$ cat config.mk
export PLATFORM = sky130hd
export DESIGN_NAME = rvce_queue
export DESIGN_NICKNAME = d
export VERILOG_FILES = /design/src/design/rvce_pkg.sv /design/src/design/rvce_queue.sv
export SDC_FILE = /design/constraint.sdc
export NUM_CORES = 1
export LEC_CHECK = 0
export BUFFER_PORTS_ARGS = -buffer_cell sky130_fd_sc_hd__buf_2
export CAP_MARGIN = 20
export CORE_ASPECT_RATIO = 0.7
export CORE_MARGIN = 2
export CORE_UTILIZATION = 55
export DETAILED_ROUTE_END_ITERATION = 12
export MAX_ROUTING_LAYER = met4
export PLACE_DENSITY = 0.83
export SETUP_SLACK_MARGIN = 0.5
export SLEW_MARGIN = 5
export SYNTH_ARGS = -nofsm -noshare
export SYNTH_HDL_FRONTEND = slang
export SYNTH_SLANG_ARGS = --single-unit
$ cat constraint.sdc
create_clock -name clock -period 21.9 [get_ports clock]
set_clock_uncertainty 0.2 [all_clocks]
set_input_delay 3.285 -clock clock [delete_from_list [all_inputs] [get_ports clock]]
set_output_delay 3.285 -clock clock [all_outputs]
set_load 0.02 [all_outputs]
$ cat src/design/rvce_pkg.sv
// Shared types, codes and a helper function for the RV64C execute block.
package rvce_pkg;

   localparam int XLEN        = 64;
   localparam int REG_COUNT   = 32;
   localparam int REG_IDX_W   = 5;
   localparam int QUEUE_DEPTH = 2;
   localparam int QUEUE_PTR_W = $clog2(QUEUE_DEPTH);

   localparam logic [1:0] QUAD_0 = 2'b00;
   localparam logic [1:0] QUAD_1 = 2'b01;
   localparam logic [1:0] QUAD_2 = 2'b10;

   localparam logic [REG_IDX_W-1:0] REG_ZERO = 5'd0;
   localparam logic [REG_IDX_W-1:0] REG_RA   = 5'd1;
   localparam logic [REG_IDX_W-1:0] REG_SP   = 5'd2;

   localparam logic [2:0] EXC_NONE        = 3'd0;
   localparam logic [2:0] EXC_ILLEGAL     = 3'd1;
   localparam logic [2:0] EXC_BREAKPOINT  = 3'd2;
   localparam logic [2:0] EXC_LOAD_FAULT  = 3'd3;
   localparam logic [2:0] EXC_STORE_FAULT = 3'd4;

   typedef enum logic [4:0] {
      OP_ADD, OP_ADDW, OP_SUB, OP_SUBW, OP_XOR, OP_OR, OP_AND,
      OP_SRL, OP_SRA, OP_SLL, OP_LOAD, OP_STORE, OP_JUMP, OP_BEQZ,
      OP_BNEZ, OP_JR, OP_JALR, OP_ILL, OP_BRK, OP_RESP
   } uop_code_type;

   typedef struct packed {
      logic             op;
      logic [15:0]      instr_bits;
      logic [XLEN-1:0]  current_pc;
      logic [XLEN-1:0]  resp_data;
      logic             resp_fault;
   } req_type;

   typedef struct packed {
      logic [XLEN-1:0]      next_pc;
      logic                 mem_valid;
      logic                 mem_write;
      logic                 mem_wide;
      logic [XLEN-1:0]      mem_addr;
      logic [XLEN-1:0]      store_data;
      logic                 wb_valid;
      logic [REG_IDX_W-1:0] wb_index;
      logic [XLEN-1:0]      wb_value;
      logic [2:0]           exception;
   } rsp_type;

   // Classified item as it travels from the front to the back.
   typedef struct packed {
      uop_code_type         code;
      logic [REG_IDX_W-1:0] rs1;
      logic [REG_IDX_W-1:0] rs2;
      logic [REG_IDX_W-1:0] rd;
      logic                 use_rs2;
      logic                 wide;
      logic [XLEN-1:0]      imm;
      logic [XLEN-1:0]      pc;
      logic [XLEN-1:0]      resp_data;
      logic                 resp_fault;
   } uop_type;

   function automatic logic [XLEN-1:0] sext32(input logic [XLEN-1:0] v);
      return {{(XLEN-32){v[31]}}, v[31:0]};
   endfunction

endpackage

$ cat src/design/rvce_queue.sv
// Short FIFO of classified items between the front and the back.
module rvce_queue import rvce_pkg::*; (
   input  logic    clock,
   input  logic    reset,
   input  logic    push,
   input  uop_type push_uop,
   output logic    q_ready,
   input  logic    pop,
   output logic    q_valid,
   output uop_type q_uop
);
   uop_type                entry_ff [QUEUE_DEPTH];
   logic [QUEUE_PTR_W-1:0] wptr_ff, wptr_in, rptr_ff, rptr_in;
   logic [QUEUE_PTR_W:0]   count_ff, count_in;

   assign q_ready = (count_ff != (QUEUE_PTR_W+1)'(QUEUE_DEPTH));
   assign q_valid = (count_ff != '0);
   assign q_uop   = entry_ff[rptr_ff];

   always_comb begin
      wptr_in  = push ? wptr_ff + QUEUE_PTR_W'(1) : wptr_ff;
      rptr_in  = pop ? rptr_ff + QUEUE_PTR_W'(1) : rptr_ff;
      count_in = count_ff;
      if (push && !pop) begin
         count_in = count_ff + (QUEUE_PTR_W+1)'(1);
      end else if (pop && !push) begin
         count_in = count_ff - (QUEUE_PTR_W+1)'(1);
      end
   end

   always_ff @(posedge clock) begin
      if (reset) begin
         wptr_ff  <= '0;
         rptr_ff  <= '0;
         count_ff <= '0;
      end else begin
         wptr_ff  <= wptr_in;
         rptr_ff  <= rptr_in;
         count_ff <= count_in;
      end
      if (push) begin
         entry_ff[wptr_ff] <= push_uop;
      end
   end
endmodule

==> results.ini <==
[route]
viasPerCell = 5.20
drc = 0
vias = 8158
routedWlPerCell_um = 21.6
dr.pass1.iters = 5
drt_iter0_drc = 517
met3_length_um = 3470
wl_met2_um = 16600
drt_wl_total_um = 33900
top_layer = met4
antenna_left = 0
wl_met1_um = 13200

[clock_tree]
cts.sinks = 435
cts_buffer_depth = 3
h-tree-depth = 2
cts_tree = yes
holdBufCountCts = 0
numCtsBuffers = 40
cts_setup_buffers = 0
cts_resized = 0
clk_pin_slew_ns = 0.06
clk_latency_ns = 0.53
cts_root_buf = clkbuf_16

[floorplan]
die_w_um = 210
pin_count = 436
rows = 52
die_area_um2 = 31100
core-area_um2 = 29100
fp.dieH_um = 148
start_util_pct = 56.2

[setup_path]
critical_path_class = flop to output pin
critPathLaunchType = flop
worst_setup_path_end_kind = output pin
reg2reg_from = wptr_ff
rrSetupSlack_ns = 18.75
critical_path_arrival_ns = 3.91
crit_required_ns = 18.42
ff2ff_path_depth = 3
r2r-end = entry_ff[0][127]
critPathMaxFanout = 57

[timing]
timing.fmax_ghz = 0.135
fin_setup_tns_ns = 0
finalHoldViolCount = 0
period_share_pct = 33.8
tightest_slew_ns = 1.08
drv_slew = 0
rsz0062_at_grt = false
setup-violations-final = 0
min_period_ns = 7.39
hold_slack_ns = 0.381
relSlewSlack_pct = 27.9

[cells_and_area]
area_growth_pct = 22.7
layout.cells.non_filler = 1570
nFillCells = 1853
utilization_pct = 68.9
layout_common_cells = buf_2 (435), edfxtp_1 (430), mux2_4 (150), mux2_2 (65), clkbuf_16 (41)
nets = 1373
drive_gt1_share_pct = 60.1
final_area_um2 = 20000
final_common_cell = buf_2

[synthesis]
synth_cell_types = 18
synth_nets = 911
ys_seq_elements = 435
synth_top_area_cell = edfxtp_1
syn_area_um2 = 16300
seq_area_frac_synth_pct = 79.7
synth_top_area_share_pct = 79.0
ys_top_cells_by_area = edfxtp_1 (79%), mux2_4 (14%), mux2_2 (4.5%), buf_6 (1.2%), dfxtp_1 (0.61%)
syn_inst = 691
ys_warn_count = 0
syn_area_per_cell_um2 = 23.6

[placed_design]
io_buffers = 435
post-place-cells = 1489
dpl.hpwl_um = 23400
placed_area_um2 = 18800
gp_congestion = 0.812

[status]
outcome = finished clean

[grt]
gr-total-overflow = 0
antenna_found_initial = 11
grt_pass1_wl_um = 48700
grt_usage_pct = 21.8
grt_pass1_vias = 8313
grt_max_degree = 81

[min_path]
min_path_type = flop to flop
hold_depth = 2
hold_start = count_ff[0]
hold_end = count_ff[0]

[power_and_ir_drop]
leakagePower_nw = 7.83
vdd_drop_max_uv = 79.3
power.density_nw_per_um2 = 93.9

[run]
drv_cap = 0

how the worst max path moves through the flow:
stage                     startpoint             end  slack [ns]  cells past startpoint
after floorplan                 push  entry_ff[0][0]        8.33                      1
after global placement          flop      q_uop[201]       15.09                      4
after detailed placement        flop      q_uop[200]       15.06                      4
after CTS                       flop      q_uop[201]       14.47                      4
after global routing            flop      q_uop[201]       14.30                      4
final                           flop      q_uop[201]       14.51                      4
metrics by stage:
step | setup slack, ns | total power, mW
finish | 14.51 | 1.88
global route | 14.30 | 1.95
CTS | 14.47 | 1.90
detailed placement | 15.06 | 1.26
global placement | 15.09 | 1.25
floorplan | 8.33 | 1.19
worst max-delay path, cell delays in order (launching register included):
cell	delay [ns]
dfxtp_4	0.91
buf_4	0.91
buf_4	0.86
mux2_2	0.42
buf_2	0.16
registers in the layout (all words and copies together) (netlist names), named ones only:
name	count
entry_ff	430
count_ff	2
rptr_ff	1
wptr_ff	1
per-layer routing:
layer | vias up | track usage (%)
met1 | 4036 | 26.0
met4 | 0 | 6.95
met3 | 56 | 7.90
li1 | 3686 | -
met5 | - | -
met2 | 380 | 35.2
report_power, final:
part           internal [mW]  total, mW  switching [mW]
registers              0.973      0.991          0.0177
clock network          0.357      0.639           0.281
logic                  0.109      0.252           0.144
Yosys cell counts:
library cell / instances
edfxtp_1: 430
mux2_4: 150
mux2_2: 65
buf_6: 18
buf_2: 6
dfxtp_1: 5
nor2_1: 4
xnor2_1: 2
xor2_1: 2
a21oi_1: 1
and2_1: 1
ha_1: 1
inv_1: 1
nand2b_1: 1
nor2b_1: 1
o21ai_0: 1
or2_2: 1
or3_1: 1
kinds of logic (layout without fill, tap and decap cells):
kind of cell | count (synthesis) | count (layout) | synth area share [%]
DFF | 435 | 435 | 79.7
buffers and inverters | 25 | 516 | 1.45
and+or+nand+nor | 9 | 9 | 0.283
xor gates and xnor gates | 4 | 4 | 0.214
muxes | 215 | 215 | 18.3
other | 0 | 10 | 0
adders and majority gates | 1 | 1 | 0.0766
AOI/OAI and AO/OA | 2 | 2 | 0.0612
cell type report:
cell class | count | area, um2 | area share, %
inverter | 1 | 3.75 | 0.0187
multi-input combinational | 231 | 3100 | 15.5
sequential | 435 | 13000 | 64.9
tap | 378 | 473 | 2.36
antenna | 10 | 25.0 | 0.125
timing repair buffer | 444 | 2240 | 11.2
clock inverter | 16 | 106 | 0.531
clock buffer | 55 | 1080 | 5.38
Note: power is estimated with default switching activity, not from simulation.
