==> config.mk <==
export PLATFORM = sky130hd
export DESIGN_NAME = rvce_back_flat
export DESIGN_NICKNAME = d
export VERILOG_FILES = /design/src/design/rvce_pkg.sv /design/src/design/rvce_rsp_if.sv /design/src/design/rvce_ram.sv /design/src/design/rvce_back.sv /design/src/flat_wrapper.sv
export SDC_FILE = /design/constraint.sdc
export NUM_CORES = 2
export LEC_CHECK = 0
export BUFFER_PORTS_ARGS = -buffer_cell sky130_fd_sc_hd__buf_2
export CAP_MARGIN = 20
export CORE_MARGIN = 2
export CORE_UTILIZATION = 40
export DETAILED_ROUTE_END_ITERATION = 8
export GPL_TIMING_DRIVEN = 0
export HOLD_SLACK_MARGIN = 0.12
export PLACE_DENSITY = 0.64
export RECOVER_POWER = 25
export SLEW_MARGIN = 25
export SYNTH_ARGS = -nofsm -noshare
export SYNTH_HDL_FRONTEND = slang
export SYNTH_SLANG_ARGS = --single-unit
export TNS_END_PERCENT = 1
==> constraint.sdc <==
create_clock -name clock -period 41 [get_ports clock]
set_clock_uncertainty 0.1 [all_clocks]
set_input_delay 4.1 -clock clock [delete_from_list [all_inputs] [get_ports clock]]
set_output_delay 4.1 -clock clock [all_outputs]
set_load 0.03 [all_outputs]
==> src/design/rvce_pkg.sv <==
// Shared types, codes and a helper function for the RV64C execute block.
package rvce_pkg;

   localparam int XLEN        = 64;
   localparam int REG_COUNT   = 32;
   localparam int REG_IDX_W   = 5;
   localparam int QUEUE_DEPTH = 2;
   localparam int QUEUE_PTR_W = $clog2(QUEUE_DEPTH);

   localparam logic [1:0] QUAD_0 = 2'b00;
   localparam logic [1:0] QUAD_1 = 2'b01;
   localparam logic [1:0] QUAD_2 = 2'b10;

   localparam logic [REG_IDX_W-1:0] REG_ZERO = 5'd0;
   localparam logic [REG_IDX_W-1:0] REG_RA   = 5'd1;
   localparam logic [REG_IDX_W-1:0] REG_SP   = 5'd2;

   localparam logic [2:0] EXC_NONE        = 3'd0;
   localparam logic [2:0] EXC_ILLEGAL     = 3'd1;
   localparam logic [2:0] EXC_BREAKPOINT  = 3'd2;
   localparam logic [2:0] EXC_LOAD_FAULT  = 3'd3;
   localparam logic [2:0] EXC_STORE_FAULT = 3'd4;

   typedef enum logic [4:0] {
      OP_ADD, OP_ADDW, OP_SUB, OP_SUBW, OP_XOR, OP_OR, OP_AND,
      OP_SRL, OP_SRA, OP_SLL, OP_LOAD, OP_STORE, OP_JUMP, OP_BEQZ,
      OP_BNEZ, OP_JR, OP_JALR, OP_ILL, OP_BRK, OP_RESP
   } uop_code_type;

   typedef struct packed {
      logic             op;
      logic [15:0]      instr_bits;
      logic [XLEN-1:0]  current_pc;
      logic [XLEN-1:0]  resp_data;
      logic             resp_fault;
   } req_type;

   typedef struct packed {
      logic [XLEN-1:0]      next_pc;
      logic                 mem_valid;
      logic                 mem_write;
      logic                 mem_wide;
      logic [XLEN-1:0]      mem_addr;
      logic [XLEN-1:0]      store_data;
      logic                 wb_valid;
      logic [REG_IDX_W-1:0] wb_index;
      logic [XLEN-1:0]      wb_value;
      logic [2:0]           exception;
   } rsp_type;

   // Classified item as it travels from the front to the back.
   typedef struct packed {
      uop_code_type         code;
      logic [REG_IDX_W-1:0] rs1;
      logic [REG_IDX_W-1:0] rs2;
      logic [REG_IDX_W-1:0] rd;
      logic                 use_rs2;
      logic                 wide;
      logic [XLEN-1:0]      imm;
      logic [XLEN-1:0]      pc;
      logic [XLEN-1:0]      resp_data;
      logic                 resp_fault;
   } uop_type;

   function automatic logic [XLEN-1:0] sext32(input logic [XLEN-1:0] v);
      return {{(XLEN-32){v[31]}}, v[31:0]};
   endfunction

endpackage

==> src/design/rvce_rsp_if.sv <==
// Valid/ready channel that carries result items.
interface rvce_rsp_if import rvce_pkg::*; ();
   logic    valid;
   logic    ready;
   rsp_type data;

   modport source (output valid, output data, input ready);
   modport sink (input valid, input data, output ready);
endinterface

==> src/design/rvce_ram.sv <==
// Generic memory with one write port and one registered read port.
module rvce_ram #(
   parameter int WIDTH = 64,
   parameter int DEPTH = 32
) (
   input  logic                     clock,
   input  logic                     we,
   input  logic [$clog2(DEPTH)-1:0] waddr,
   input  logic [WIDTH-1:0]         wdata,
   input  logic                     re,
   input  logic [$clog2(DEPTH)-1:0] raddr,
   output logic [WIDTH-1:0]         rdata
);
   logic [WIDTH-1:0] mem_ff [DEPTH];
   logic [WIDTH-1:0] rdata_ff;

   always_ff @(posedge clock) begin
      if (we) begin
         mem_ff[waddr] <= wdata;
      end
      if (re) begin
         rdata_ff <= mem_ff[raddr];
      end
   end

   assign rdata = rdata_ff;
endmodule

==> src/design/rvce_back.sv <==
// Back end: register file read, execute, pending access tracking and result register.
module rvce_back import rvce_pkg::*; (
   input  logic      clock,
   input  logic      reset,
   input  logic      q_valid,
   input  uop_type   q_uop,
   output logic      pop,
   rvce_rsp_if.source rsp_bus
);
   uop_type              e_uop_ff;
   logic                 e_valid_ff, e_valid_in, e_adv;
   logic [REG_COUNT-1:0] reg_valid_ff;
   logic                 fwd1_ff, fwd2_ff, vld1_ff, vld2_ff;
   logic [XLEN-1:0]      fwd_val_ff, ram1, ram2, opa, opb, bop;
   logic                 pend_valid_ff, pend_valid_in;
   logic [REG_IDX_W-1:0] pend_dest_ff, pend_dest_in;
   logic [1:0]           pend_kind_ff, pend_kind_in;
   rsp_type              res, out_ff;
   logic                 out_valid_ff, out_valid_in;
   logic                 we, wb_en;
   logic [REG_IDX_W-1:0] wb_idx;
   logic [XLEN-1:0]      wb_val, sum, diff, pc2;
   logic [5:0]           shamt;

   assign e_adv = e_valid_ff && (!out_valid_ff || rsp_bus.ready);
   assign pop   = q_valid && (!e_valid_ff || e_adv);
   assign we    = e_adv && res.wb_valid;

   rvce_ram #(.WIDTH(XLEN), .DEPTH(REG_COUNT)) u_rf_a (
      .clock(clock), .we(we), .waddr(res.wb_index), .wdata(res.wb_value),
      .re(pop), .raddr(q_uop.rs1), .rdata(ram1)
   );

   rvce_ram #(.WIDTH(XLEN), .DEPTH(REG_COUNT)) u_rf_b (
      .clock(clock), .we(we), .waddr(res.wb_index), .wdata(res.wb_value),
      .re(pop), .raddr(q_uop.rs2), .rdata(ram2)
   );

   // A register never written reads as zero; a write in the read cycle is forwarded.
   assign opa   = fwd1_ff ? fwd_val_ff : (vld1_ff ? ram1 : '0);
   assign opb   = fwd2_ff ? fwd_val_ff : (vld2_ff ? ram2 : '0);
   assign bop   = e_uop_ff.use_rs2 ? opb : e_uop_ff.imm;
   assign sum   = opa + bop;
   assign diff  = opa - opb;
   assign pc2   = e_uop_ff.pc + XLEN'(2);
   assign shamt = e_uop_ff.imm[5:0];

   always_comb begin
      res           = '0;
      res.next_pc   = pc2;
      wb_en         = 1'b1;
      wb_idx        = e_uop_ff.rd;
      wb_val        = '0;
      pend_valid_in = 1'b0;
      pend_dest_in  = e_uop_ff.rd;
      pend_kind_in  = {e_uop_ff.code == OP_STORE, e_uop_ff.wide};
      case (e_uop_ff.code)
         OP_ADD:  wb_val = sum;
         OP_ADDW: wb_val = sext32(sum);
         OP_SUB:  wb_val = diff;
         OP_SUBW: wb_val = sext32(diff);
         OP_XOR:  wb_val = opa ^ opb;
         OP_OR:   wb_val = opa | opb;
         OP_AND:  wb_val = opa & bop;
         OP_SRL:  wb_val = opa >> shamt;
         OP_SRA:  wb_val = XLEN'($signed(opa) >>> shamt);
         OP_SLL:  wb_val = opa << shamt;
         OP_LOAD, OP_STORE: begin
            wb_en          = 1'b0;
            res.mem_valid  = 1'b1;
            res.mem_write  = (e_uop_ff.code == OP_STORE);
            res.mem_wide   = e_uop_ff.wide;
            res.mem_addr   = sum;
            res.store_data = (e_uop_ff.code == OP_STORE) ? opb : '0;
            pend_valid_in  = 1'b1;
         end
         OP_JUMP: begin
            wb_en       = 1'b0;
            res.next_pc = e_uop_ff.pc + e_uop_ff.imm;
         end
         OP_BEQZ, OP_BNEZ: begin
            wb_en = 1'b0;
            if ((e_uop_ff.code == OP_BEQZ) == (opa == '0)) begin
               res.next_pc = e_uop_ff.pc + e_uop_ff.imm;
            end
         end
         OP_JR: begin
            wb_en       = 1'b0;
            res.next_pc = {opa[XLEN-1:1], 1'b0};
         end
         OP_JALR: begin
            wb_val      = pc2;
            res.next_pc = {opa[XLEN-1:1], 1'b0};
         end
         OP_BRK: begin
            wb_en         = 1'b0;
            res.next_pc   = e_uop_ff.pc;
            res.exception = EXC_BREAKPOINT;
         end
         OP_RESP: begin
            wb_en       = 1'b0;
            res.next_pc = '0;
            wb_idx      = pend_dest_ff;
            if (pend_valid_ff) begin
               if (e_uop_ff.resp_fault) begin
                  res.exception = pend_kind_ff[1] ? EXC_STORE_FAULT : EXC_LOAD_FAULT;
               end else if (!pend_kind_ff[1]) begin
                  wb_en  = 1'b1;
                  wb_val = pend_kind_ff[0] ? e_uop_ff.resp_data
                                           : sext32(e_uop_ff.resp_data);
               end
            end
         end
         default: begin
            wb_en         = 1'b0;
            res.next_pc   = e_uop_ff.pc;
            res.exception = EXC_ILLEGAL;
         end
      endcase
      if (wb_en && wb_idx != REG_ZERO) begin
         res.wb_valid = 1'b1;
         res.wb_index = wb_idx;
         res.wb_value = wb_val;
      end
   end

   always_comb begin
      e_valid_in = e_valid_ff;
      if (pop) begin
         e_valid_in = 1'b1;
      end else if (e_adv) begin
         e_valid_in = 1'b0;
      end
      out_valid_in = out_valid_ff;
      if (e_adv) begin
         out_valid_in = 1'b1;
      end else if (rsp_bus.ready) begin
         out_valid_in = 1'b0;
      end
   end

   always_ff @(posedge clock) begin
      if (reset) begin
         e_valid_ff    <= 1'b0;
         out_valid_ff  <= 1'b0;
         reg_valid_ff  <= '0;
         pend_valid_ff <= 1'b0;
         pend_dest_ff  <= '0;
         pend_kind_ff  <= '0;
      end else begin
         e_valid_ff   <= e_valid_in;
         out_valid_ff <= out_valid_in;
         if (we) begin
            reg_valid_ff[res.wb_index] <= 1'b1;
         end
         if (e_adv) begin
            pend_valid_ff <= pend_valid_in;
            if (e_uop_ff.code != OP_RESP) begin
               pend_dest_ff <= pend_dest_in;
               pend_kind_ff <= pend_kind_in;
            end
         end
      end
      if (pop) begin
         e_uop_ff   <= q_uop;
         fwd1_ff    <= we && (res.wb_index == q_uop.rs1);
         fwd2_ff    <= we && (res.wb_index == q_uop.rs2);
         vld1_ff    <= reg_valid_ff[q_uop.rs1];
         vld2_ff    <= reg_valid_ff[q_uop.rs2];
         fwd_val_ff <= res.wb_value;
      end
      if (e_adv) begin
         out_ff <= res;
      end
   end

   assign rsp_bus.valid = out_valid_ff;
   assign rsp_bus.data  = out_ff;
endmodule

==> src/flat_wrapper.sv <==
// flat-port wrapper written by rule: the top's interface ports become plain ports
module rvce_back_flat import rvce_pkg::*;
  (clock, reset, q_valid, q_uop, pop, rsp_bus_valid, rsp_bus_data, rsp_bus_ready);
  rvce_rsp_if rsp_bus_i ();
  input  logic clock;
  input  logic reset;
  input  logic q_valid;
  input  uop_type q_uop;
  output logic pop;
  output wire logic [$bits(rsp_bus_i.valid)-1:0] rsp_bus_valid;
  output wire logic [$bits(rsp_bus_i.data)-1:0] rsp_bus_data;
  input wire logic [$bits(rsp_bus_i.ready)-1:0] rsp_bus_ready;
  assign rsp_bus_valid = rsp_bus_i.valid;
  assign rsp_bus_data = rsp_bus_i.data;
  assign rsp_bus_i.ready = rsp_bus_ready;
  rvce_back u_core (.clock(clock), .reset(reset), .q_valid(q_valid), .q_uop(q_uop), .pop(pop), .rsp_bus(rsp_bus_i));
endmodule
==> flow_summary.ini <==
[grt]
grt_pass1_wl_um = 1029000
number_of_global_route_vias_before_repair = 105545
maximum_number_of_pins_on_one_net_before_global_route_repair = 88
overflow = 0
antenna_found_initial = 100
grt_use_total_pct = 42.96

[synth]
ys_seq_elements = 2759
synth_simple_gate_area_share_pct = 5.327
syn-cell-area_mm2 = 0.1450
synth_top_cells_by_area = sky130_fd_sc_hd__edfxtp_1 56%, sky130_fd_sc_hd__mux4_2 21%, sky130_fd_sc_hd__ha_1 2.2%
yosys.area.top_type = sky130_fd_sc_hd__edfxtp_1
post_synth_most_frequent_cells = 2717 x sky130_fd_sc_hd__edfxtp_1, 1382 x sky130_fd_sc_hd__mux4_2, 738 x sky130_fd_sc_hd__nor2_1, 596 x sky130_fd_sc_hd__a21oi_1, 502 x sky130_fd_sc_hd__clkbuf_1
synth-compound-area-share_pct = 8.304
yosys.cell_count.top_type = sky130_fd_sc_hd__edfxtp_1
synth_cells = 9349
number_of_flops_mapped_to_enable_cells_by_yosys = 2717
async_reset_ff_share_pct = 0
ys_types = 99
synth_adder_area_share_pct = 2.242
post_synthesis_mux_area_share_pct = 23.58
main_combinational_cell_family_by_area_after_synthesis = multiplexers
synth_area_per_cell_um2 = 15.51
synth_top_area_share_pct = 56.28
yosysWarnings = 0
seq_area_frac_synth_pct = 56.86
synth_ff_type = sky130_fd_sc_hd__edfxtp_1
synth_xor_area_share_pct = 1.444

[routing]
finalWirelength_um = 799500
detail_route.vias_per_cell = 6.978
drcViolationCount = 0
antenna_violating_nets_post_route = 0
drt-initial-drc-count = 17393
routed_wire_length_per_instance_um = 51.15
drt-pass1-iter-count = 6
vias = 109068

[floorplanning]
fp.coreArea_mm2 = 0.3617
die_area_mm2 = 0.3673
die_y_um = 606.0
num_io_pins = 489
die_width_um = 606.0
initial_core_util_pct = 40.08
std_cell_rows = 221

[pwr]
power.static_leakage_nw = 56.98
p_per_area_mw_per_mm2 = 41.87
max-vdd-ir-drop_v = 0.00003911

[finish]
num-fill-cells = 30901
post_synthesis_to_final_layout_area_growth_pct = 18.22
layout.nets = 11023
final_cell_area_mm2 = 0.1714
ff_latch_area_mm2 = 0.08243
final_cells = 15631
area_occupied_by_multi_input_gates_mm2 = 0.06080
final_layout_size_suffix_gt1_share_pct = 27.70

[worst_setup_path]
critical_path_class = primary input to output port
crit_path_end_kind = output port
critPathArrivalTime_ps = 13280
worst_setup_path_startpoint = rsp_bus_ready
worst_ep_required_time_ps = 36800
rr_endpoint = u_core.u_rf_b.mem_ff[27][8]
critPathCapture = pop
crit-reg2reg-launch = u_core.e_uop_ff[211]
critical_path.startpoint_type = primary input
r2r_slack_ps = 27620
timing.reg2reg.worst_path_depth = 18
crit_path_max_fo = 23

[clock_network]
cts.root.buffer_cell = sky130_fd_sc_hd__clkbuf_16
cts_setup_buffers = 0
cts.clk_slew.worst_paths_ps = 60
cts-htree-levels = 5
cts_inserted_buffers = 294
tritoncts = built
tritoncts_num_sinks = 2759
post_cts_hold_buffer_count = 0
worst_skew_late_latency_ps = 1000
clock_path_buffers = 4
cts.repair.resized = 0

[placement]
pre_cts_slack_ps = 30220
dp_hpwl_um = 626400
gp_routability_congestion = 1.046
postPlaceCellArea_mm2 = 0.1629
post-place-cells = 15040
portBuffers = 477

[sta]
layout_worst_path_cycle_share_pct = 42.64
timing_max_transition_violations_final = 427
grt_setup_unrepaired = false
final.min_clock_period_ps = 17480
layout_setup_ws_ps = 23520
tightestPinTransition_ps = 4923
timing.slew.headroom_pct = -228.2
fin_worst_hold_slack_ps = 394.9
number_of_hold_slack_violations_in_the_final_timing_report = 0
timing.final.setup_violations = 0
fmax_mhz = 57.20

[min_path]
hold_path.class = flip-flop to flip-flop

[outcome]
failed_checks = capacitance limit, slew limit
status = finished, violations left

[run]
cap_viol_max_count = 20
worst min path at each step:
stage / start / to / slack, ps / cells after the start
global route: u_core.reg_valid_ff[0] / u_core.reg_valid_ff[0] / 420 / 1
detailed placement: u_core.reg_valid_ff[0] / u_core.reg_valid_ff[0] / 380 / 1
finish: u_core.reg_valid_ff[0] / u_core.reg_valid_ff[0] / 390 / 1
global placement: u_core.reg_valid_ff[30] / u_core.reg_valid_ff[30] / 360 / 2
floorplan: u_core.reg_valid_ff[0] / u_core.reg_valid_ff[0] / 350 / 1
CTS: u_core.reg_valid_ff[0] / u_core.reg_valid_ff[0] / 390 / 1
cells by family after synthesis:
logic type | count (synthesis)
muxes | 1669
other | 1
and+or+nand+nor | 1714
buffers and inverters | 836
xor gates and xnor gates | 239
adders and majority gates | 258
AOI/OAI and AO/OA | 1873
DFF | 2759
cell type report:
type / instances / share of cell area [%]
diodes: 55 / 0.08030
plain buffers: 697 / 1.797
clock inverters: 168 / 1.127
repair buffers: 838 / 5.134
inverters: 139 / 0.3051
well taps: 4794 / 3.500
clock buffers: 364 / 4.495
multi-input cells: 5817 / 35.47
flip-flops and latches: 2759 / 48.09
registers in the layout (all words and copies together), names as in the netlist:
signal                flops
u_core.fwd_val_ff        64
u_core.rsp_bus.valid      1
u_core.pend_dest_ff       5
u_core.u_rf_a.rdata      64
u_core.e_uop_ff         200
u_core.pend_dest_in       5
u_core.fwd2_ff            1
u_core.rsp_bus.data     268
u_core.pend_valid_ff      1
u_core.vld1_ff            1
u_core.reg_valid_ff      32
u_core.vld2_ff            1
u_core.e_valid_ff         1
u_core.fwd1_ff            1
u_core.pend_kind_ff       2
u_core.u_rf_b.rdata      64
u_core.u_rf_b.mem_ff   2048
critical path, cell delays in order:
cell and delay (ps):
sky130_fd_sc_hd__buf_2 70, sky130_fd_sc_hd__nor2b_1 60, sky130_fd_sc_hd__a21boi_0 1110, sky130_fd_sc_hd__clkbuf_1 710, sky130_fd_sc_hd__clkbuf_1 1050, sky130_fd_sc_hd__clkbuf_1 930, sky130_fd_sc_hd__clkbuf_1 870, sky130_fd_sc_hd__clkbuf_1 960
sky130_fd_sc_hd__clkbuf_1 950, sky130_fd_sc_hd__clkbuf_1 970, sky130_fd_sc_hd__clkbuf_1 1030, sky130_fd_sc_hd__buf_2 370
layout by cell type, fill, tap and decap left out, types with 64 or more instances in the layout:
| cell type | n |
|---|---|
| sky130_fd_sc_hd__edfxtp_1 | 2717 |
| sky130_fd_sc_hd__mux4_2 | 1382 |
| sky130_fd_sc_hd__clkbuf_1 | 715 |
| sky130_fd_sc_hd__nor2_1 | 709 |
| sky130_fd_sc_hd__a21oi_1 | 570 |
| sky130_fd_sc_hd__nand2_1 | 422 |
| sky130_fd_sc_hd__o21ai_0 | 344 |
| sky130_fd_sc_hd__buf_2 | 319 |
| sky130_fd_sc_hd__clkbuf_16 | 297 |
| sky130_fd_sc_hd__ha_1 | 255 |
| sky130_fd_sc_hd__clkbuf_2 | 206 |
| sky130_fd_sc_hd__mux2_2 | 150 |
| sky130_fd_sc_hd__xnor2_1 | 137 |
| sky130_fd_sc_hd__buf_16 | 135 |
| sky130_fd_sc_hd__mux2i_1 | 134 |
| sky130_fd_sc_hd__inv_1 | 133 |
| sky130_fd_sc_hd__a21o_1 | 126 |
| sky130_fd_sc_hd__nand3_1 | 110 |
| sky130_fd_sc_hd__buf_12 | 104 |
| sky130_fd_sc_hd__xor2_1 | 95 |
| sky130_fd_sc_hd__o22ai_1 | 76 |
| sky130_fd_sc_hd__nand4_1 | 72 |
| sky130_fd_sc_hd__nor3_1 | 68 |
| sky130_fd_sc_hd__a221oi_1 | 68 |
| sky130_fd_sc_hd__a22o_1 | 66 |
| sky130_fd_sc_hd__conb_1 | 64 |
power by group:
| group | internal (W) | total [W] | switching [W] |
|---|---|---|---|
| Sequential | 0.00316 | 0.00321 | 0.0000513 |
| Clock | 0.00153 | 0.00272 | 0.00119 |
| Combinational | 0.000377 | 0.00125 | 0.000875 |
| Total | 0.00506 | 0.00718 | 0.00211 |
per-stage QoR:
| step | total power, W | TNS [ps] | utilization [%] |
|---|---|---|---|
| 3_3_place_gp | 0.004456 | -2749100 | 42.47 |
| 2_1_floorplan | 0.003875 | 0 | - |
| 4_1_cts | 0.007147 | 0 | 47.70 |
| 3_5_place_dp | 0.004473 | 0 | 45.04 |
| 5_1_grt | 0.007297 | 0 | 47.37 |
| 6_report | 0.007177 | 0 | 47.39 |
per-layer routing:
metal  GRT usage (%)  routed length, µm  up-vias
li1                -                  -    40963
met2           66.39             359800     8894
met5               0                112        -
met4           32.41              74610       20
met1           52.30             280500    57145
met3           10.52              84400     2046
Note: power is estimated with default switching activity, not from simulation.
