**src/design/rvce_pkg.sv**
```systemverilog
// Shared types, codes and a helper function for the RV64C execute block.
package rvce_pkg;

   localparam int XLEN        = 64;
   localparam int REG_COUNT   = 32;
   localparam int REG_IDX_W   = 5;
   localparam int QUEUE_DEPTH = 2;
   localparam int QUEUE_PTR_W = $clog2(QUEUE_DEPTH);

   localparam logic [1:0] QUAD_0 = 2'b00;
   localparam logic [1:0] QUAD_1 = 2'b01;
   localparam logic [1:0] QUAD_2 = 2'b10;

   localparam logic [REG_IDX_W-1:0] REG_ZERO = 5'd0;
   localparam logic [REG_IDX_W-1:0] REG_RA   = 5'd1;
   localparam logic [REG_IDX_W-1:0] REG_SP   = 5'd2;

   localparam logic [2:0] EXC_NONE        = 3'd0;
   localparam logic [2:0] EXC_ILLEGAL     = 3'd1;
   localparam logic [2:0] EXC_BREAKPOINT  = 3'd2;
   localparam logic [2:0] EXC_LOAD_FAULT  = 3'd3;
   localparam logic [2:0] EXC_STORE_FAULT = 3'd4;

   typedef enum logic [4:0] {
      OP_ADD, OP_ADDW, OP_SUB, OP_SUBW, OP_XOR, OP_OR, OP_AND,
      OP_SRL, OP_SRA, OP_SLL, OP_LOAD, OP_STORE, OP_JUMP, OP_BEQZ,
      OP_BNEZ, OP_JR, OP_JALR, OP_ILL, OP_BRK, OP_RESP
   } uop_code_type;

   typedef struct packed {
      logic             op;
      logic [15:0]      instr_bits;
      logic [XLEN-1:0]  current_pc;
      logic [XLEN-1:0]  resp_data;
      logic             resp_fault;
   } req_type;

   typedef struct packed {
      logic [XLEN-1:0]      next_pc;
      logic                 mem_valid;
      logic                 mem_write;
      logic                 mem_wide;
      logic [XLEN-1:0]      mem_addr;
      logic [XLEN-1:0]      store_data;
      logic                 wb_valid;
      logic [REG_IDX_W-1:0] wb_index;
      logic [XLEN-1:0]      wb_value;
      logic [2:0]           exception;
   } rsp_type;

   // Classified item as it travels from the front to the back.
   typedef struct packed {
      uop_code_type         code;
      logic [REG_IDX_W-1:0] rs1;
      logic [REG_IDX_W-1:0] rs2;
      logic [REG_IDX_W-1:0] rd;
      logic                 use_rs2;
      logic                 wide;
      logic [XLEN-1:0]      imm;
      logic [XLEN-1:0]      pc;
      logic [XLEN-1:0]      resp_data;
      logic                 resp_fault;
   } uop_type;

   function automatic logic [XLEN-1:0] sext32(input logic [XLEN-1:0] v);
      return {{(XLEN-32){v[31]}}, v[31:0]};
   endfunction

endpackage

```
**src/design/rvce_req_if.sv**
```systemverilog
// Valid/ready channel that carries instruction and memory response items.
interface rvce_req_if import rvce_pkg::*; ();
   logic    valid;
   logic    ready;
   req_type data;

   modport source (output valid, output data, input ready);
   modport sink (input valid, input data, output ready);
endinterface

```
**src/design/rvce_front.sv**
```systemverilog
// Front end: accepts items and classifies each halfword into a micro-op.
module rvce_front import rvce_pkg::*; (
   rvce_req_if.sink req_bus,
   input  logic     q_ready,
   output logic     push,
   output uop_type  push_uop
);
   logic [15:0]          ins;
   logic [1:0]           quad;
   logic [2:0]           f3;
   logic                 b12;
   logic [REG_IDX_W-1:0] rdf, rs2f, rdp, rs2p;
   logic [5:0]           sh;
   logic [XLEN-1:0]      imm6;
   logic [6:0]           offw;
   logic [7:0]           offd;
   logic [9:0]           t4spn, t16sp;
   logic [11:0]          tj;
   logic [8:0]           tb;
   logic [7:0]           tlwsp, tswsp;
   logic [8:0]           tldsp, tsdsp;

   assign req_bus.ready = q_ready;
   assign push          = req_bus.valid && q_ready;

   assign ins   = req_bus.data.instr_bits;
   assign quad  = ins[1:0];
   assign f3    = ins[15:13];
   assign b12   = ins[12];
   assign rdf   = ins[11:7];
   assign rs2f  = ins[6:2];
   assign rdp   = {2'b01, ins[9:7]};
   assign rs2p  = {2'b01, ins[4:2]};
   assign sh    = {b12, rs2f};
   assign imm6  = {{(XLEN-6){sh[5]}}, sh};
   assign offw  = {ins[5], ins[12:10], ins[6], 2'b00};
   assign offd  = {ins[6:5], ins[12:10], 3'b000};
   assign t4spn = {ins[10:7], ins[12:11], ins[5], ins[6], 2'b00};
   assign t16sp = {b12, ins[4:3], ins[5], ins[2], ins[6], 4'b0000};
   assign tj    = {b12, ins[8], ins[10:9], ins[6], ins[7], ins[2], ins[11], ins[5:3], 1'b0};
   assign tb    = {b12, ins[6:5], ins[2], ins[11:10], ins[4:3], 1'b0};
   assign tlwsp = {ins[3:2], b12, ins[6:4], 2'b00};
   assign tldsp = {ins[4:2], b12, ins[6:5], 3'b000};
   assign tswsp = {ins[8:7], ins[12:9], 2'b00};
   assign tsdsp = {ins[9:7], ins[12:10], 3'b000};

   always_comb begin
      push_uop            = '0;
      push_uop.code       = OP_ILL;
      push_uop.pc         = req_bus.data.current_pc;
      push_uop.resp_data  = req_bus.data.resp_data;
      push_uop.resp_fault = req_bus.data.resp_fault;
      if (req_bus.data.op) begin
         push_uop.code = OP_RESP;
      end else begin
         case (quad)
            QUAD_0: begin
               push_uop.rs1 = rdp;
               push_uop.rs2 = rs2p;
               push_uop.rd  = rs2p;
               case (f3)
                  3'd0: begin
                     if (t4spn != '0) begin
                        push_uop.code = OP_ADD;
                        push_uop.rs1  = REG_SP;
                        push_uop.imm  = {{(XLEN-10){1'b0}}, t4spn};
                     end
                  end
                  3'd2: begin
                     push_uop.code = OP_LOAD;
                     push_uop.imm  = {{(XLEN-7){1'b0}}, offw};
                  end
                  3'd3: begin
                     push_uop.code = OP_LOAD;
                     push_uop.wide = 1'b1;
                     push_uop.imm  = {{(XLEN-8){1'b0}}, offd};
                  end
                  3'd6: begin
                     push_uop.code = OP_STORE;
                     push_uop.rd   = REG_ZERO;
                     push_uop.imm  = {{(XLEN-7){1'b0}}, offw};
                  end
                  3'd7: begin
                     push_uop.code = OP_STORE;
                     push_uop.rd   = REG_ZERO;
                     push_uop.wide = 1'b1;
                     push_uop.imm  = {{(XLEN-8){1'b0}}, offd};
                  end
                  default: push_uop.code = OP_ILL;
               endcase
            end
            QUAD_1: begin
               push_uop.rs1 = rdf;
               push_uop.rd  = rdf;
               push_uop.imm = imm6;
               case (f3)
                  3'd0: push_uop.code = OP_ADD;
                  3'd1: begin
                     if (rdf != REG_ZERO) begin
                        push_uop.code = OP_ADDW;
                     end
                  end
                  3'd2: begin
                     push_uop.code = OP_ADD;
                     push_uop.rs1  = REG_ZERO;
                  end
                  3'd3: begin
                     if (rdf == REG_SP) begin
                        if (t16sp != '0) begin
                           push_uop.code = OP_ADD;
                           push_uop.imm  = {{(XLEN-10){t16sp[9]}}, t16sp};
                        end
                     end else if (sh != '0) begin
                        push_uop.code = OP_ADD;
                        push_uop.rs1  = REG_ZERO;
                        push_uop.imm  = {imm6[XLEN-13:0], 12'h000};
                     end
                  end
                  3'd4: begin
                     push_uop.rs1 = rdp;
                     push_uop.rd  = rdp;
                     case (ins[11:10])
                        2'd0: begin
                           push_uop.code = OP_SRL;
                           push_uop.imm  = {{(XLEN-6){1'b0}}, sh};
                        end
                        2'd1: begin
                           push_uop.code = OP_SRA;
                           push_uop.imm  = {{(XLEN-6){1'b0}}, sh};
                        end
                        2'd2: push_uop.code = OP_AND;
                        default: begin
                           push_uop.rs2     = rs2p;
                           push_uop.use_rs2 = 1'b1;
                           case ({b12, ins[6:5]})
                              3'd0: push_uop.code = OP_SUB;
                              3'd1: push_uop.code = OP_XOR;
                              3'd2: push_uop.code = OP_OR;
                              3'd3: push_uop.code = OP_AND;
                              3'd4: push_uop.code = OP_SUBW;
                              3'd5: push_uop.code = OP_ADDW;
                              default: push_uop.code = OP_ILL;
                           endcase
                        end
                     endcase
                  end
                  3'd5: begin
                     push_uop.code = OP_JUMP;
                     push_uop.imm  = {{(XLEN-12){tj[11]}}, tj};
                  end
                  3'd6: begin
                     push_uop.code = OP_BEQZ;
                     push_uop.rs1  = rdp;
                     push_uop.imm  = {{(XLEN-9){tb[8]}}, tb};
                  end
                  default: begin
                     push_uop.code = OP_BNEZ;
                     push_uop.rs1  = rdp;
                     push_uop.imm  = {{(XLEN-9){tb[8]}}, tb};
                  end
               endcase
            end
            QUAD_2: begin
               push_uop.rs1 = rdf;
               push_uop.rd  = rdf;
               case (f3)
                  3'd0: begin
                     push_uop.code = OP_SLL;
                     push_uop.imm  = {{(XLEN-6){1'b0}}, sh};
                  end
                  3'd2: begin
                     if (rdf != REG_ZERO) begin
                        push_uop.code = OP_LOAD;
                        push_uop.rs1  = REG_SP;
                        push_uop.imm  = {{(XLEN-8){1'b0}}, tlwsp};
                     end
                  end
                  3'd3: begin
                     if (rdf != REG_ZERO) begin
                        push_uop.code = OP_LOAD;
                        push_uop.rs1  = REG_SP;
                        push_uop.wide = 1'b1;
                        push_uop.imm  = {{(XLEN-9){1'b0}}, tldsp};
                     end
                  end
                  3'd4: begin
                     if (rs2f == REG_ZERO) begin
                        if (rdf == REG_ZERO) begin
                           push_uop.code = b12 ? OP_BRK : OP_ILL;
                        end else if (b12) begin
                           push_uop.code = OP_JALR;
                           push_uop.rd   = REG_RA;
                        end else begin
                           push_uop.code = OP_JR;
                        end
                     end else begin
                        push_uop.code    = OP_ADD;
                        push_uop.rs2     = rs2f;
                        push_uop.use_rs2 = 1'b1;
                        if (!b12) begin
                           push_uop.rs1 = REG_ZERO;
                        end
                     end
                  end
                  3'd6: begin
                     push_uop.code = OP_STORE;
                     push_uop.rs1  = REG_SP;
                     push_uop.rs2  = rs2f;
                     push_uop.rd   = REG_ZERO;
                     push_uop.imm  = {{(XLEN-8){1'b0}}, tswsp};
                  end
                  3'd7: begin
                     push_uop.code = OP_STORE;
                     push_uop.rs1  = REG_SP;
                     push_uop.rs2  = rs2f;
                     push_uop.rd   = REG_ZERO;
                     push_uop.wide = 1'b1;
                     push_uop.imm  = {{(XLEN-9){1'b0}}, tsdsp};
                  end
                  default: push_uop.code = OP_ILL;
               endcase
            end
            default: push_uop.code = OP_ILL;
         endcase
      end
   end
endmodule

```
**src/flat_wrapper.sv**
```systemverilog
// flat-port wrapper written by rule: the top's interface ports become plain ports
module rvce_front_flat import rvce_pkg::*;
  (q_ready, push, push_uop, req_bus_valid, req_bus_data, req_bus_ready);
  rvce_req_if req_bus_i ();
  input  logic q_ready;
  output logic push;
  output uop_type push_uop;
  input wire logic [$bits(req_bus_i.valid)-1:0] req_bus_valid;
  input wire logic [$bits(req_bus_i.data)-1:0] req_bus_data;
  output wire logic [$bits(req_bus_i.ready)-1:0] req_bus_ready;
  assign req_bus_i.valid = req_bus_valid;
  assign req_bus_i.data = req_bus_data;
  assign req_bus_ready = req_bus_i.ready;
  rvce_front u_core (.req_bus(req_bus_i), .q_ready(q_ready), .push(push), .push_uop(push_uop));
endmodule
```
**config.mk**
```make
export PLATFORM = sky130hd
export DESIGN_NAME = rvce_front_flat
export DESIGN_NICKNAME = d
export VERILOG_FILES = /design/src/design/rvce_pkg.sv /design/src/design/rvce_req_if.sv /design/src/design/rvce_front.sv /design/src/flat_wrapper.sv
export SDC_FILE = /design/constraint.sdc
export NUM_CORES = 1
export LEC_CHECK = 0
export CORE_AREA = 4 4 138 140
export DETAILED_ROUTE_END_ITERATION = 6
export DIE_AREA = 0 0 142 144
export DONT_BUFFER_PORTS = 1
export PLACE_DENSITY_LB_ADDON = 0.05
export RECOVER_POWER = 100
export SETUP_SLACK_MARGIN = 0.15
export SLEW_MARGIN = 10
export SYNTH_ARGS = -nofsm -noshare
export SYNTH_HDL_FRONTEND = slang
export SYNTH_SLANG_ARGS = --single-unit
```
**constraint.sdc**
```tcl
create_clock -name vclk -period 8.65
set_input_delay 0.865 -clock vclk [all_inputs]
set_output_delay 0.865 -clock vclk [all_outputs]
set_load 0.005 [all_outputs]
```
==> results.cfg, run 1 <==
[global_routing]
grt_max_degree = 33
grt_usage_pct = 12.7
grt_remaining_overflow = 0
antenna_found_initial = 0
grt_pass1_wl_um = 19200
grt_pass1_vias = 2418

[place]
portBuffers = 0
finalWeightedCongestion = 0.745
dp_hpwl_um = 10800
post-place-ws_ns = 4.84
dp_cells = 480

[timing]
worstMarginPinSlew_ns = 1.56
fin_crit_sh_pct = 58.6
timing.hold.ws_ns = 1.73
fmax_mhz = 197
grt_setup_unrepaired = false
slew_violations = 1
min_period_ns = 5.07
setup-violations-final = 0
worst_slack_ns = 3.58
hold_violations = 0
slew_headroom_pct = -3.59
fin_setup_tns_ns = 0

[final_layout]
fillers = 2110
nets = 407
seq_cells = 0
area_growth_pct = -39.7
drive_gt1_share_pct = 3.19
final_cells = 480
n_antenna_cell = 0
n_clock_buffer = 0
regArea_um2 = 0
multi_input_area_um2 = 1380

[route]
drc_errors = 0
ant_nets = 0
drt_first_pass_iters = 5
num_vias = 2330
viasPerCell = 4.85
drt_wl_total_um = 13700
wire_per_inst_um = 28.6
dr.first_iter.drc_count = 238

[synth]
synthCells = 447
syn_nets = 601
synth-simple-area-share_pct = 19.5
yosys_warnings = 0
syn_avg_cell_area_um2 = 6.45
synth_top_family_by_area = buffers and inverters
synthMuxAreaShare_pct = 0
synth.distinct_cells = 54
yosys.area_share.adder_pct = 2.60
ys_seq_area_share_pct = 0
synth_compound_area_share_pct = 26.7
synthesis.area_um2 = 2880
synthXorXnorAreaFrac_pct = 0
synthDominantCellAreaShare_pct = 46.3
yosysTopAreaCell = buf_4
netlist_top_cells_area = buf_4 (46%), a21oi_1 (6.4%), nand2_1 (4.6%)

[clock_network]
ctsResizeCount = 0
postCtsSetupBuffers = 0
cts_hold_buf = 0

[hold_path]
hp-class = input pin to output port

[power_and_ir_drop]
p_per_area_nw_per_um2 = 38.1
power.leakage_uw = 0.000506
p_clk_share_pct = 0
vdd_drop_max_uv = 11.8
p_int_uw = 19.6
finalPower_uw = 66.3
seqPwrFrac_pct = 0
p_comb_share_pct = 100.0
swShare_pct = 70.4
switchingPower_uw = 46.7

[worst_setup_path]
cp_slowest_cell = clkbuf_1
cp.arrival_ns = 4.20
cp.required_ns = 7.79
worstSetupEndpointType = output port
path_cells = or2_0 -> nor2_1 -> a211oi_4 -> clkbuf_1 -> clkbuf_1
path_common_cell = clkbuf_1
cp_max_fo = 27
slowest_delay_ns = 1.21
critPathKind = input pin to output port
cp-start-kind = input pin

[run]
maxCapViolations = 1

[die]
io-pin-count = 365
start_util_pct = 16.2
core_area_um2 = 17800
fp.dieArea_um2 = 20400
rows = 49
die-width_um = 142
die_y_um = 144

[run_status]
violations = capacitance limit, slew limit
status = finished with violations
-- power groups by stage --
stage               clock (uW)  sequential [uW]  combinational, uW
global route                 0                0               75.2
CTS                          0                0               70.2
finish                       0                0               66.3
detailed placement           0                0               70.0
global placement             0                0               72.0
floorplan                    0                0                110
-- cell usage after synthesis, drive strengths merged (2+ instances only) --
master	n
a31oi	9
nand2b	6
o211ai	4
nor3b	2
nand3	11
a211oi	3
nor2	20
or4	2
a22o	2
nor3	11
nor2b	2
o31a	2
buf	183
a221o	3
o21ai	26
and2	6
a211o	2
a21oi	37
o22ai	5
o311a	2
and3	3
a32oi	2
and4	2
nand4	2
clkbuf	18
o31ai	2
or2	3
a22oi	3
a221oi	2
nand2	35
a21o	6
ha	6
inv	12
-- layer usage --
metal	global-route usage (%)	vias to the layer above	share of wire [%]
met1	15.2	1161	38
li1	-	977	-
met3	2.98	54	9.3
met4	4.09	0	3.4
met2	22.3	138	50
met5	0	-	0
-- path summary, 6_finish.rpt --
| kind | from | slack [ns] | to | depth (start not counted) |
|---|---|---|---|---|
| hold / removal | req_bus_data[106] | 1.73 | push_uop[106] | 0 |
| setup / recovery | req_bus_data[142] | 3.58 | push_uop[148] | 5 |
-- worst max-delay path: cells and delay by family --
family	cells	cell delay [ns]
buf+inv	2	2.24
compound gates	1	0.30
simple gates	2	0.76
-- cells by family (layout without fill, tap and decap cells) --
| group | Yosys count | after routing |
|---|---|---|
| AO/OA/AOI/OAI | 119 | 119 |
| adder cells (fa/ha/maj) | 6 | 6 |
| buffers and inverters | 213 | 17 |
| AND/OR/NAND/NOR | 109 | 109 |
-- layout make-up --
cell class / instances / area share [%]
timing repair buffer: 5 / 1.29
multi-input combinational: 234 / 79.6
tap: 229 / 16.5
inverter: 12 / 2.66
-- cell usage in the layout (no fill, tap or decap), types with 4 or more instances in the layout --
cell type / instances
clkbuf_1: 4
nor2_1: 19
nand2_1: 35
a21o_1: 6
nand2b_1: 6
a21oi_1: 37
nand3_1: 11
nor3_1: 11
a31oi_1: 9
o22ai_1: 5
ha_1: 6
o21ai_0: 26
o211ai_1: 4
inv_1: 11
-- stage by stage --
step	util [%]	area (um2)
after detailed placement	10.1	1800
after global placement	10.1	1800
after floorplan	-	2880
final	9.75	1740
after global routing	9.75	1740
after CTS	10.1	1800
Note: power is estimated with default switching activity, not from simulation.
==> run 2, diff against run 1 <==
==> constraint.sdc (replaced) <==
create_clock -name vclk -period 5.3
set_input_delay 0.53 -clock vclk [all_inputs]
set_output_delay 0.53 -clock vclk [all_outputs]
set_load 0.005 [all_outputs]
==> run 2 against run 1 <==
Compared with the run above: the flow now finishes without violations; combinational power grew 69%; core utilization grew 0.32 points; global-route usage is essentially flat; clock-buffer cell count is the same; setup slack lost 1.5 ns; largest cell class unchanged; cell count is the same; cell area grew 3.2%; wire length grew 0.64%; flip-flop and latch count is the same; worst hold slack lost 0.67 ns.
==> results.cfg, run 2 (synthesis gave the netlist of run 1 again) <==
[power_and_ir_drop]
p_per_area_nw_per_um2 = 62.6
finalPower_uw = 112
vdd_drop_max_uv = 20.7
power.leakage_uw = 0.000538

[final_layout]
mostFrequentLayoutCells = a21oi_1 (37), nand2_1 (35), o21ai_0 (26)
drive_gt1_share_pct = 5.58
final_common_cell = a21oi_1
n_clock_buffer = 0
nets = 407
seq_cells = 0
n_antenna_cell = 0
regArea_um2 = 0
area_growth_pct = -37.7

[timing]
fin_setup_tns_ns = 0
min_period_ns = 3.17
hold_violations = 0
setup-violations-final = 0
fmax_mhz = 315
fin_crit_sh_pct = 59.8
worst_slack_ns = 2.13
grt_setup_unrepaired = false
slew_violations = 0
worstMarginPinSlew_ns = 0.833
slew_headroom_pct = 44.5
timing.hold.ws_ns = 1.06

[route]
num_vias = 2321
viasPerCell = 4.84
wire_per_inst_um = 28.8
dr.first_iter.drc_count = 154
met2WireLength_um = 6840
top_layer = met4
wl_met3_um = 1320
drc_errors = 0
drt_first_pass_iters = 4
met1_length_um = 5120
ant_nets = 0
drt_wl_total_um = 13800

[global_routing]
antenna_found_initial = 0
grt_usage_pct = 12.7
grt_pass1_vias = 2424
grt_pass1_wl_um = 19200
grt_max_degree = 33
grt_remaining_overflow = 0

[die]
start_util_pct = 16.2
fp.dieArea_um2 = 20400
core_area_um2 = 17800
die-width_um = 142
rows = 49
die_y_um = 144
io-pin-count = 365

[hold_path]
hp-start = req_bus_data[106]
hp-class = input pin to output port
min_path_cells = 0
min_to = push_uop[106]

[run_status]
status = completed

[clock_network]
cts_hold_buf = 0
postCtsSetupBuffers = 0
ctsResizeCount = 0

[run]
maxCapViolations = 0

[worst_setup_path]
cp_max_fo = 26
critPathKind = input pin to output port
cp-start-kind = input pin
cp.required_ns = 4.77
crit_start = req_bus_data[130]
cp.arrival_ns = 2.64
worstSetupEndpointType = output port

[place]
portBuffers = 0
dp_hpwl_um = 10900
post-place-ws_ns = 2.16
finalWeightedCongestion = 0.731
## run 2: worst max-delay path by stage
| stage | to | slack, ns | cells past startpoint |
|---|---|---|---|
| floorplan | push_uop[147] | 0.45 | 6 |
| global placement | push_uop[203] | 2.15 | 7 |
| detailed placement | push_uop[203] | 2.16 | 7 |
| CTS | push_uop[203] | 2.17 | 7 |
| global route | push_uop[148] | 1.88 | 7 |
| finish | push_uop[148] | 2.13 | 7 |
## run 2: final cells by class
| class | instances | area (um2) |
|---|---|---|
| fill | 2098 | 16000 |
| inverter | 12 | 47.5 |
| multi-input combinational | 234 | 1420 |
| tap | 229 | 287 |
| timing repair buffer | 5 | 42.5 |
## run 2: through the flow
step,cell area [um2],std cells,util [%]
global placement,1800,480,10.1
floorplan,2880,447,-
CTS,1800,480,10.1
global route,1800,480,10.1
detailed placement,1800,480,10.1
finish,1800,480,10.1
## run 2: power breakdown
part / internal (uW) / switching (uW) / leakage [uW]
Clock: 0 / 0 / 0
Sequential: 0 / 0 / 0
Combinational: 34.4 / 77.9 / 0.000538
## run 2: routing by layer
| layer | track usage, % | vias up |
|---|---|---|
| met4 | 4.34 | 0 |
| met5 | 0 | - |
| met2 | 22.6 | 147 |
| met1 | 14.8 | 1141 |
| met3 | 3.04 | 58 |
| li1 | - | 975 |
## run 2: critical path: stages
cell,delay [ns]
inv_1,0.05
ha_1,0.51
clkbuf_1,0.44
nand2_1,0.22
a211oi_4,0.25
buf_4,0.37
buf_12,0.25
==> run 3, diff against run 2 <==
--- a/config.mk
+++ b/config.mk
@@ -5,9 +5,10 @@
 export SDC_FILE = /design/constraint.sdc
 export NUM_CORES = 1
 export LEC_CHECK = 0
-export CORE_AREA = 4 4 138 140
+export ABC_AREA = 1
+export CORE_AREA = 4 4 141 143
 export DETAILED_ROUTE_END_ITERATION = 6
-export DIE_AREA = 0 0 142 144
+export DIE_AREA = 0 0 145 147
 export DONT_BUFFER_PORTS = 1
 export PLACE_DENSITY_LB_ADDON = 0.05
 export RECOVER_POWER = 100
==> constraint.sdc (replaced) <==
create_clock -name vclk -period 3.2
set_input_delay 0.32 -clock vclk [all_inputs]
set_output_delay 0.32 -clock vclk [all_outputs]
set_load 0.005 [all_outputs]
==> run 3 against run 2 <==
Compared with the run above: die area increased by 4.2%; highest routed layer unchanged; combinational power increased by 87%; critical endpoint is now push_uop[136]; cell count increased by 23%; critical path depth increased by 2.
==> results.cfg, run 3 <==
[run_status]
status = completed

[worst_setup_path]
cp-start-kind = input pin
critPathKind = input pin to output port
cp.required_ns = 2.88
cp.arrival_ns = 2.22
cp_max_fo = 15
worstSetupEndpointType = output port

[route]
viasPerCell = 4.27
num_vias = 2522
dr.first_iter.drc_count = 154
drt_first_pass_iters = 4
drt_wl_total_um = 13100
wire_per_inst_um = 22.2
ant_nets = 0
drc_errors = 0

[clock_network]
ctsResizeCount = 0
cts_hold_buf = 0
postCtsSetupBuffers = 0

[timing]
grt_setup_unrepaired = false
fin_setup_tns_ns = 0
slew_violations = 0
setup-violations-final = 0
worstMarginPinSlew_ns = 0.822
hold_violations = 0
fmax_mhz = 393
fin_crit_sh_pct = 79.5
timing.hold.ws_ns = 0.640
slew_headroom_pct = 45.2
min_period_ns = 2.54

[global_routing]
grt_remaining_overflow = 0
grt_pass1_wl_um = 18800
grt_max_degree = 41
grt_pass1_vias = 2697
grt_usage_pct = 11.5
antenna_found_initial = 0

[die]
rows = 50
core_area_um2 = 18600
io-pin-count = 365
start_util_pct = 16.1
fp.dieArea_um2 = 21300
die-width_um = 145
die_y_um = 147

[synth]
synthCells = 540
syn_nets = 694
yosysMostFrequentCell = buf_4
synthTopCellsByCount = buf_4 (178), nand2_1 (111), nor2_1 (55)
synthDominantCellAreaShare_pct = 44.7
syn_avg_cell_area_um2 = 5.54
ys_seq_area_share_pct = 0
netlist_top_cells_area = buf_4 (45%), nand2_1 (14%), nor2_1 (6.9%)
yosysTopAreaCell = buf_4
yosys_warnings = 0
synthesis.area_um2 = 2990
synth.distinct_cells = 29

[power_and_ir_drop]
finalPower_uw = 209
power.leakage_uw = 0.000926
p_per_area_nw_per_um2 = 108
vdd_drop_max_uv = 33.4

[final_layout]
final_common_cell = nand2_1
n_clock_buffer = 0
nets = 512
final_cell_area_um2 = 1940
drive_gt1_share_pct = 6.18
mostFrequentLayoutCells = nand2_1 (111), nor2_1 (57), inv_1 (47)
regArea_um2 = 0
n_antenna_cell = 0
seq_cells = 0
final_cells = 590
area_growth_pct = -35.1

[place]
dp_cells = 590
dp_hpwl_um = 10700
finalWeightedCongestion = 0.785
portBuffers = 0
postPlaceCellArea_um2 = 1970

[hold_path]
hp-start = req_bus_data[105]
hp-class = input pin to output port
min_path_cells = 0
min_to = push_uop[105]

[run]
maxCapViolations = 0
## run 3: kinds of logic (layout without fill, tap and decap cells)
kind of cell / Yosys count / after routing / share of synthesized area [%]
buffers and inverters: 245 / 61 / 53.5
AND/OR/NAND/NOR: 232 / 232 / 33.3
adder cells (fa/ha/maj): 6 / 6 / 2.51
AO/OA/AOI/OAI: 57 / 57 / 10.7
## run 3: layer usage
layer / vias up / global-route usage (%) / share of wire (%)
li1: 1152 / - / -
met1: 1197 / 14.1 / 42
met2: 125 / 20.3 / 47
met3: 48 / 2.68 / 8.4
met4: 0 / 3.09 / 2.9
met5: - / 0 / 0
## run 3: critical path, stage by stage
cell and delay, ns:
inv_1 0.06, ha_1 0.14, clkbuf_1 0.62, inv_1 0.26, nor3_1 0.39, nor2_1 0.09
nand2_1 0.08, nor2_1 0.04, nor2_1 0.22
## run 3: worst max path at each step
stage	to	startpoint	slack, ns
2_1_floorplan	push_uop[147]	req_bus_data[144]	0.50
3_3_place_gp	push_uop[134]	req_bus_data[129]	0.77
6_report	push_uop[136]	req_bus_data[129]	0.66
5_1_grt	push_uop[177]	req_bus_data[130]	0.46
3_5_place_dp	push_uop[134]	req_bus_data[129]	0.86
4_1_cts	push_uop[134]	req_bus_data[129]	0.85
## run 3: cell type report
type	count	area, um2
repair buffers	8	52.6
multi-input cells	295	1400
fillers	2235	16600
inverters	53	199
well taps	234	293
## run 3: power breakdown
group	leakage (uW)	internal [uW]	total (uW)	switching [uW]
clock network	0	0	0	0
registers	0	0	0	0
logic	0.000926	55.0	209	154
## run 3: metrics by stage
step                      setup slack [ns]  util (%)
after floorplan                      0.496         -
after global placement               0.766      10.6
after global routing                 0.464      10.4
after detailed placement             0.860      10.6
final                                0.657      10.4
after CTS                            0.853      10.6
